**src/design/dfk_pkg.sv**
```systemverilog
// Shared types, link constants and helper functions for the six-joint forward kinematics pipeline.
package dfk_pkg;

    // Number of joints in the chain.
    localparam int NUM_JOINTS = 6;

    // Default output fraction bits.
    localparam int FRAC_BITS_DEF = 16;

    // Number of CORDIC iterations.
    localparam int CORDIC_STEPS = 14;

    // Width of a Q30 rotation or trig value (range +-2.0).
    localparam int RW = 32;

    // Width of a Q30 position value (range +-8.0 m).
    localparam int PW = 34;

    // Width of the CORDIC residual angle.
    localparam int ZW = 18;

    // Width of a wide Q60 accumulator.
    localparam int AW = 68;

    // CORDIC start value: the inverse gain in Q30.
    localparam logic signed [RW-1:0] CORDIC_GAIN = 32'sd652032874;

    // One in Q30.
    localparam logic signed [RW-1:0] Q30_ONE = 32'sd1073741824;

    typedef logic signed [RW-1:0] q30_t;
    typedef logic signed [PW-1:0] pos_t;
    typedef q30_t rot_mat_t [3][3];
    typedef pos_t pos_vec_t [3];

    // Arc tangent of 2^-i in binary-angle units.
    function automatic int cordic_atan(input int i);
        int v;
        begin
            case (i)
                0:       v = 8192;
                1:       v = 4836;
                2:       v = 2555;
                3:       v = 1297;
                4:       v = 651;
                5:       v = 326;
                6:       v = 163;
                7:       v = 81;
                8:       v = 41;
                9:       v = 20;
                10:      v = 10;
                11:      v = 5;
                12:      v = 3;
                13:      v = 1;
                default: v = 0;
            endcase
            return v;
        end
    endfunction

    // Link offset d in units of 0.1 mm.
    function automatic int link_d(input int j);
        int v;
        begin
            case (j)
                0:       v = 2363;
                3:       v = 2010;
                4:       v = 1593;
                5:       v = 1543;
                default: v = 0;
            endcase
            return v;
        end
    endfunction

    // Link length r in units of 0.1 mm.
    function automatic int link_r(input int j);
        int v;
        begin
            case (j)
                1:       v = -8620;
                2:       v = -7287;
                default: v = 0;
            endcase
            return v;
        end
    endfunction

    // Sign of the sine of the link twist; zero means no twist.
    function automatic int link_tw(input int j);
        int v;
        begin
            case (j)
                0:       v = 1;
                3:       v = 1;
                4:       v = -1;
                default: v = 0;
            endcase
            return v;
        end
    endfunction

    // Converts 0.1 mm units to Q30 metres, halves rounded away from zero.
    function automatic longint q30_of_tenth_mm(input int n);
        longint mag;
        longint q;
        begin
            mag = (n < 0) ? -longint'(n) : longint'(n);
            q = (mag * 64'sd1073741824 + 64'sd5000) / 10000;
            return (n < 0) ? -q : q;
        end
    endfunction

    // Rounds a Q60 sum to Q30 with halves rounded up.
    function automatic logic signed [AW-31:0] round_q60(input logic signed [AW-1:0] v);
        logic signed [AW-1:0] t;
        begin
            t = (v + (AW'(1) <<< 29)) >>> 30;
            return t[AW-31:0];
        end
    endfunction

endpackage

```
**src/design/dfk_cordic.sv**
```systemverilog
// Pipelined rotation-mode CORDIC that turns one binary angle into Q30 cosine and sine.
module dfk_cordic (
    input  logic                    clk,
    input  logic                    rst_n,
    input  logic                    en,
    input  logic                    in_valid,
    input  logic signed [15:0]      angle,
    output logic                    out_valid,
    output dfk_pkg::q30_t           cos_q,
    output dfk_pkg::q30_t           sin_q
);

    localparam int N  = dfk_pkg::CORDIC_STEPS;
    localparam int RW = dfk_pkg::RW;
    localparam int ZW = dfk_pkg::ZW;

    logic signed [RW-1:0] x_reg [N+1];
    logic signed [RW-1:0] y_reg [N+1];
    logic signed [ZW-1:0] z_reg [N+1];
    logic                 neg_reg [N+1];
    logic                 v_reg [N+1];
    logic signed [RW-1:0] cos_reg;
    logic signed [RW-1:0] sin_reg;
    logic                 vo_reg;
    logic signed [ZW-1:0] fold_next;
    logic                 neg_next;

    // Fold the angle into the right half plane.
    always_comb
    begin
        if (angle > 16'sd16384)
        begin
            fold_next = ZW'(angle) - ZW'(32768);
            neg_next  = 1'b1;
        end
        else if (angle < -16'sd16384)
        begin
            fold_next = ZW'(angle) + ZW'(32768);
            neg_next  = 1'b1;
        end
        else
        begin
            fold_next = ZW'(angle);
            neg_next  = 1'b0;
        end
    end

    // Fold stage payload.
    always_ff @(posedge clk)
    begin
        if (en)
        begin
            x_reg[0]   <= dfk_pkg::CORDIC_GAIN;
            y_reg[0]   <= '0;
            z_reg[0]   <= fold_next;
            neg_reg[0] <= neg_next;
        end
    end

    // Valid bits of every stage.
    always_ff @(posedge clk or negedge rst_n)
    begin
        if (!rst_n)
        begin
            for (int k = 0; k <= N; k++)
            begin
                v_reg[k] <= 1'b0;
            end
            vo_reg <= 1'b0;
        end
        else if (en)
        begin
            v_reg[0] <= in_valid;
            for (int k = 1; k <= N; k++)
            begin
                v_reg[k] <= v_reg[k-1];
            end
            vo_reg <= v_reg[N];
        end
    end

    // One micro-rotation per stage.
    for (genvar i = 0; i < N; i++)
    begin : g_iter
        localparam logic signed [ZW-1:0] ATAN = ZW'(dfk_pkg::cordic_atan(i));
        logic signed [RW-1:0] dx;
        logic signed [RW-1:0] dy;

        assign dx = y_reg[i] >>> i;
        assign dy = x_reg[i] >>> i;

        always_ff @(posedge clk)
        begin
            if (en)
            begin
                if (z_reg[i] >= 0)
                begin
                    x_reg[i+1] <= x_reg[i] - dx;
                    y_reg[i+1] <= y_reg[i] + dy;
                    z_reg[i+1] <= z_reg[i] - ATAN;
                end
                else
                begin
                    x_reg[i+1] <= x_reg[i] + dx;
                    y_reg[i+1] <= y_reg[i] - dy;
                    z_reg[i+1] <= z_reg[i] + ATAN;
                end
                neg_reg[i+1] <= neg_reg[i];
            end
        end
    end

    // Undo the fold by negating both results.
    always_ff @(posedge clk)
    begin
        if (en)
        begin
            cos_reg <= neg_reg[N] ? -x_reg[N] : x_reg[N];
            sin_reg <= neg_reg[N] ? -y_reg[N] : y_reg[N];
        end
    end

    assign out_valid = vo_reg;
    assign cos_q     = cos_reg;
    assign sin_q     = sin_reg;

endmodule

```
**config.mk**
```make
export PLATFORM = sky130hd
export DESIGN_NAME = dfk_cordic
export DESIGN_NICKNAME = d
export VERILOG_FILES = /design/src/design/dfk_pkg.sv /design/src/design/dfk_cordic.sv
export SDC_FILE = /design/constraint.sdc
export NUM_CORES = 2
export LEC_CHECK = 0
export CORE_UTILIZATION = 55
export CTS_CLUSTER_SIZE = 30
export DETAILED_ROUTE_END_ITERATION = 10
export DONT_BUFFER_PORTS = 1
export GPL_TIMING_DRIVEN = 0
export HOLD_SLACK_MARGIN = 0.03
export PLACE_DENSITY_LB_ADDON = 0.25
export SKIP_CTS_REPAIR_TIMING = 1
export SYNTH_ARGS = -nofsm -noshare
export SYNTH_HDL_FRONTEND = slang
export SYNTH_SLANG_ARGS = --single-unit
export TNS_END_PERCENT = 10
```
**constraint.sdc**
```tcl
create_clock -name clk -period 6.4 [get_ports clk]
set_input_delay 0.96 -clock clk [delete_from_list [all_inputs] [get_ports clk]]
set_output_delay 0.96 -clock clk [all_outputs]
set_load 0.005 [all_outputs]
```
==> summary.md <==
| Metric | Value |
|---|---|
| Total GRT Usage | 27.2% |
| Clk sinks | 1,138 |
| Warnings, synthesis | 0 |
| Gate Count Post-Synth | 9,491 |
| Max reg flops | 417 |
| Max-Cap Viols | 0 |
| Critical Path Fanout Max | 19 |
| Most common cell after layout, fill and taps aside | edfxtp_1 |
| Worst setup SP type | flip-flop |
| Io pins | 85 |
| Final hold violations | 0 |
| Register area | 0.0341 mm^2 |
| Hold Crit Start | angle[2] |
| Unrepaired setup endpoints after global routing | true |
| Core region area | 0.166 mm^2 |
| Relative slew slack | 12.7% |
| Register area share after synthesis | 37.0% |
| Synth top area cells | edfxtp_1 37%, ha_1 13%, xnor2_1 9.1%, a21oi_1 4.8%, xor2_1 4.5% |
| Slowest cell on crit path | clkbuf_1 |
| Fmax | 160 MHz |
| Post-layout min period | 6.25 ns |
| Routed Antenna Nets | 0 |
| Root buffer cell | clkbuf_16 |
| Worst path cell trace | and2_1 > inv_1 > clkbuf_1 > clkbuf_1 > nand2_1 > xor2_1 > ha_1 > o21a_1 > o21ai_0 > a221oi_1 > a311oi_1 > o41ai_1 > a41oi_1 > a21oi_1 > nand4_1 > nand4b_1 > a21oi_1 > xnor2_1 |
| Mapped Avg Cell Area | 9.70 um^2 |
| TritonCTS clock tree | built |
| Mapped Area | 0.0921 mm^2 |
| Clk_skew | 0.0322 ns |
| Reg2reg end | y_reg[1][62]$_DFFE_PP_ |
| Final nets | 10,600 |
| Synth Register Bits | 1,138 |
| Initial antenna violation count | 2 |
| R2r startpoint | z_reg[1][17]$_DFFE_PP_ |
| Post-synth top area cell | edfxtp_1 |
| H-tree lvl count | 4 |
| First-pass GRT wire length | 371,000 um |
| Synth-to-Final Area Change | 8.07% |
| Detailed router's first-iteration violation count | 5,442 |
| Filler cell count | 14,000 |
| Critical Setup Path Class | reg2reg |
| Fin util | 60.1% |
| Final WL | 236,000 um |
| Die Footprint | 0.169 mm^2 |
| DP HPWL | 188,000 um |
| Ys flop type | edfxtp_1 |
| Async SR Flop Fraction | 1.41% |
| # setup viols final | 0 |
| Vias per inst | 6.09 |
| Fin crit share | 97.7% |
| R2R setup slack | 0.15 ns |
| DRC viols | 0 |
| Synthesized Nets | 10,500 |
| Area of the multi-input gates | 0.0558 mm^2 |
| Worst-Skew Late Latency | 0.81 ns |
| Clock slew at reported path FFs | 0.06 ns |
| Row count | 149 |
| Worst hold margin | 0.258 ns |
| Crit end category | flip-flop |
| Family with the most delay on the worst path | compound AO/OA/AOI/OAI gates |
| Total number of vias | 72,600 |
| Final GP Congestion | 0.942 |
| Critical Path AT | 6.79 ns |
| Hold path cells | 0 |
| Library cells used by synthesis | 101 |
| CTS buffer count | 131 |
| Critical Path RT | 6.94 ns |
| Starting Density | 55.6% |
| Vias in the first global route | 69,600 |
| Overflow after GRT | 0 |
| Area share of the largest cell type after synthesis | 36.6% |
| Ant diodes | 0 |
| Die height | 411 um |
| Hold EP | z_reg[0][2]$_DFFE_PP_ |
| Post-synth EDFFs | 1,122 |
| Worst setup margin | 0.146 ns |
| Port bufs | 0 |
| Buffers plus inverters on the worst setup path | 3 |
| Routed length per instance | 19.8 um |
| Outcome | finished, final reports clean |
| Worst Tran Pin Value | 1.31 ns |
| Ratio of cells with drive above 1 in the final layout | 3.85% |
| Slew Viols, Final | 0 |
| Clock Tree Buf Depth | 3 |
| Largest net degree at the start of global routing | 102 |
| Critical Path Max Stage Delay | 0.93 ns |
| Pre-CTS setup slack | -1.38 ns |
| Most frequent cells in the layout | 1,122 x edfxtp_1, 960 x ha_1, 954 x xnor2_1, 885 x a21oi_1, 726 x nor2_1 |
| Worst R2R Path Depth | 18 |
| Die X-Extent | 411 um |
| TritonRoute pass-1 iters | 6 |
| Worst hold path class | in2reg |
area by class of cell:
cell class                      count  area share, %
Inverter                          415           1.56
Sequential cell                  1138           34.3
Buffer                            180          0.748
Multi-Input combinational cell   7755           56.0
Tap cell                         2189           2.75
Timing Repair Buffer               12          0.307
Clock buffer                      161           3.48
Clock inverter                     73          0.852
Yosys cell counts, drive strengths merged (126+ instances only):
master and n:
nor3 212, edfxtp 1122, a21oi 885, a21o 372, nor2b 135, xor2 476, nor2 727, o21ai 558
clkbuf 156, xnor2 954, nand2 563, nand2b 192, ha 960, o31ai 126, nand3 157, o21a 147
inv 411
cell families (layout without fill, tap and decap cells):
kind of cell    Yosys count  count (layout)  synth area share, %
mux                      78              78                0.907
simple gates           2533            2533                 13.5
xor+xnor               1430            1430                 13.6
fa+ha+maj               995             995                 13.8
flops                  1138            1138                 37.0
compound gates         2719            2719                 18.7
buf+inv                 598             841                 2.44
per-stage QoR:
stage                     instance area, um^2  setup TNS (ns)  instances
final                                   99500               0      11900
after global routing                    99500          -0.215      11900
after CTS                               99500          -20.15      11900
after detailed placement                95200         -163.94      11700
after global placement                  94800         -151.75      11700
after floorplan                         92100               0       9491
how the worst max path moves through the flow:
stage,slack [ns],to,from,cells past startpoint
2_1_floorplan,1.01,y_reg[0][125]$_DFFE_PP_,en,21
3_3_place_gp,-1.45,y_reg[1][158]$_DFFE_PP_,en,20
3_5_place_dp,-1.38,y_reg[1][158]$_DFFE_PP_,en,20
4_1_cts,-0.80,y_reg[0][255]$_DFFE_PP_,z_reg[0][125]$_DFFE_PP_,21
5_1_grt,-0.09,y_reg[1][62]$_DFFE_PP_,z_reg[1][17]$_DFFE_PP_,18
6_report,0.15,y_reg[1][62]$_DFFE_PP_,z_reg[1][17]$_DFFE_PP_,18
routing by layer:
layer	track usage [%]	part of all wire [%]	up-vias
met3	3.25	4.9	403
met1	35.1	43	34800
met4	8.79	3.0	2
met2	47.4	49	1946
met5	0	0.0051	-
li1	-	-	35400
Power is left out: the tool's default activity adds up to more than one toggle a clock period on the data nets, which glitch-free logic cannot reach.
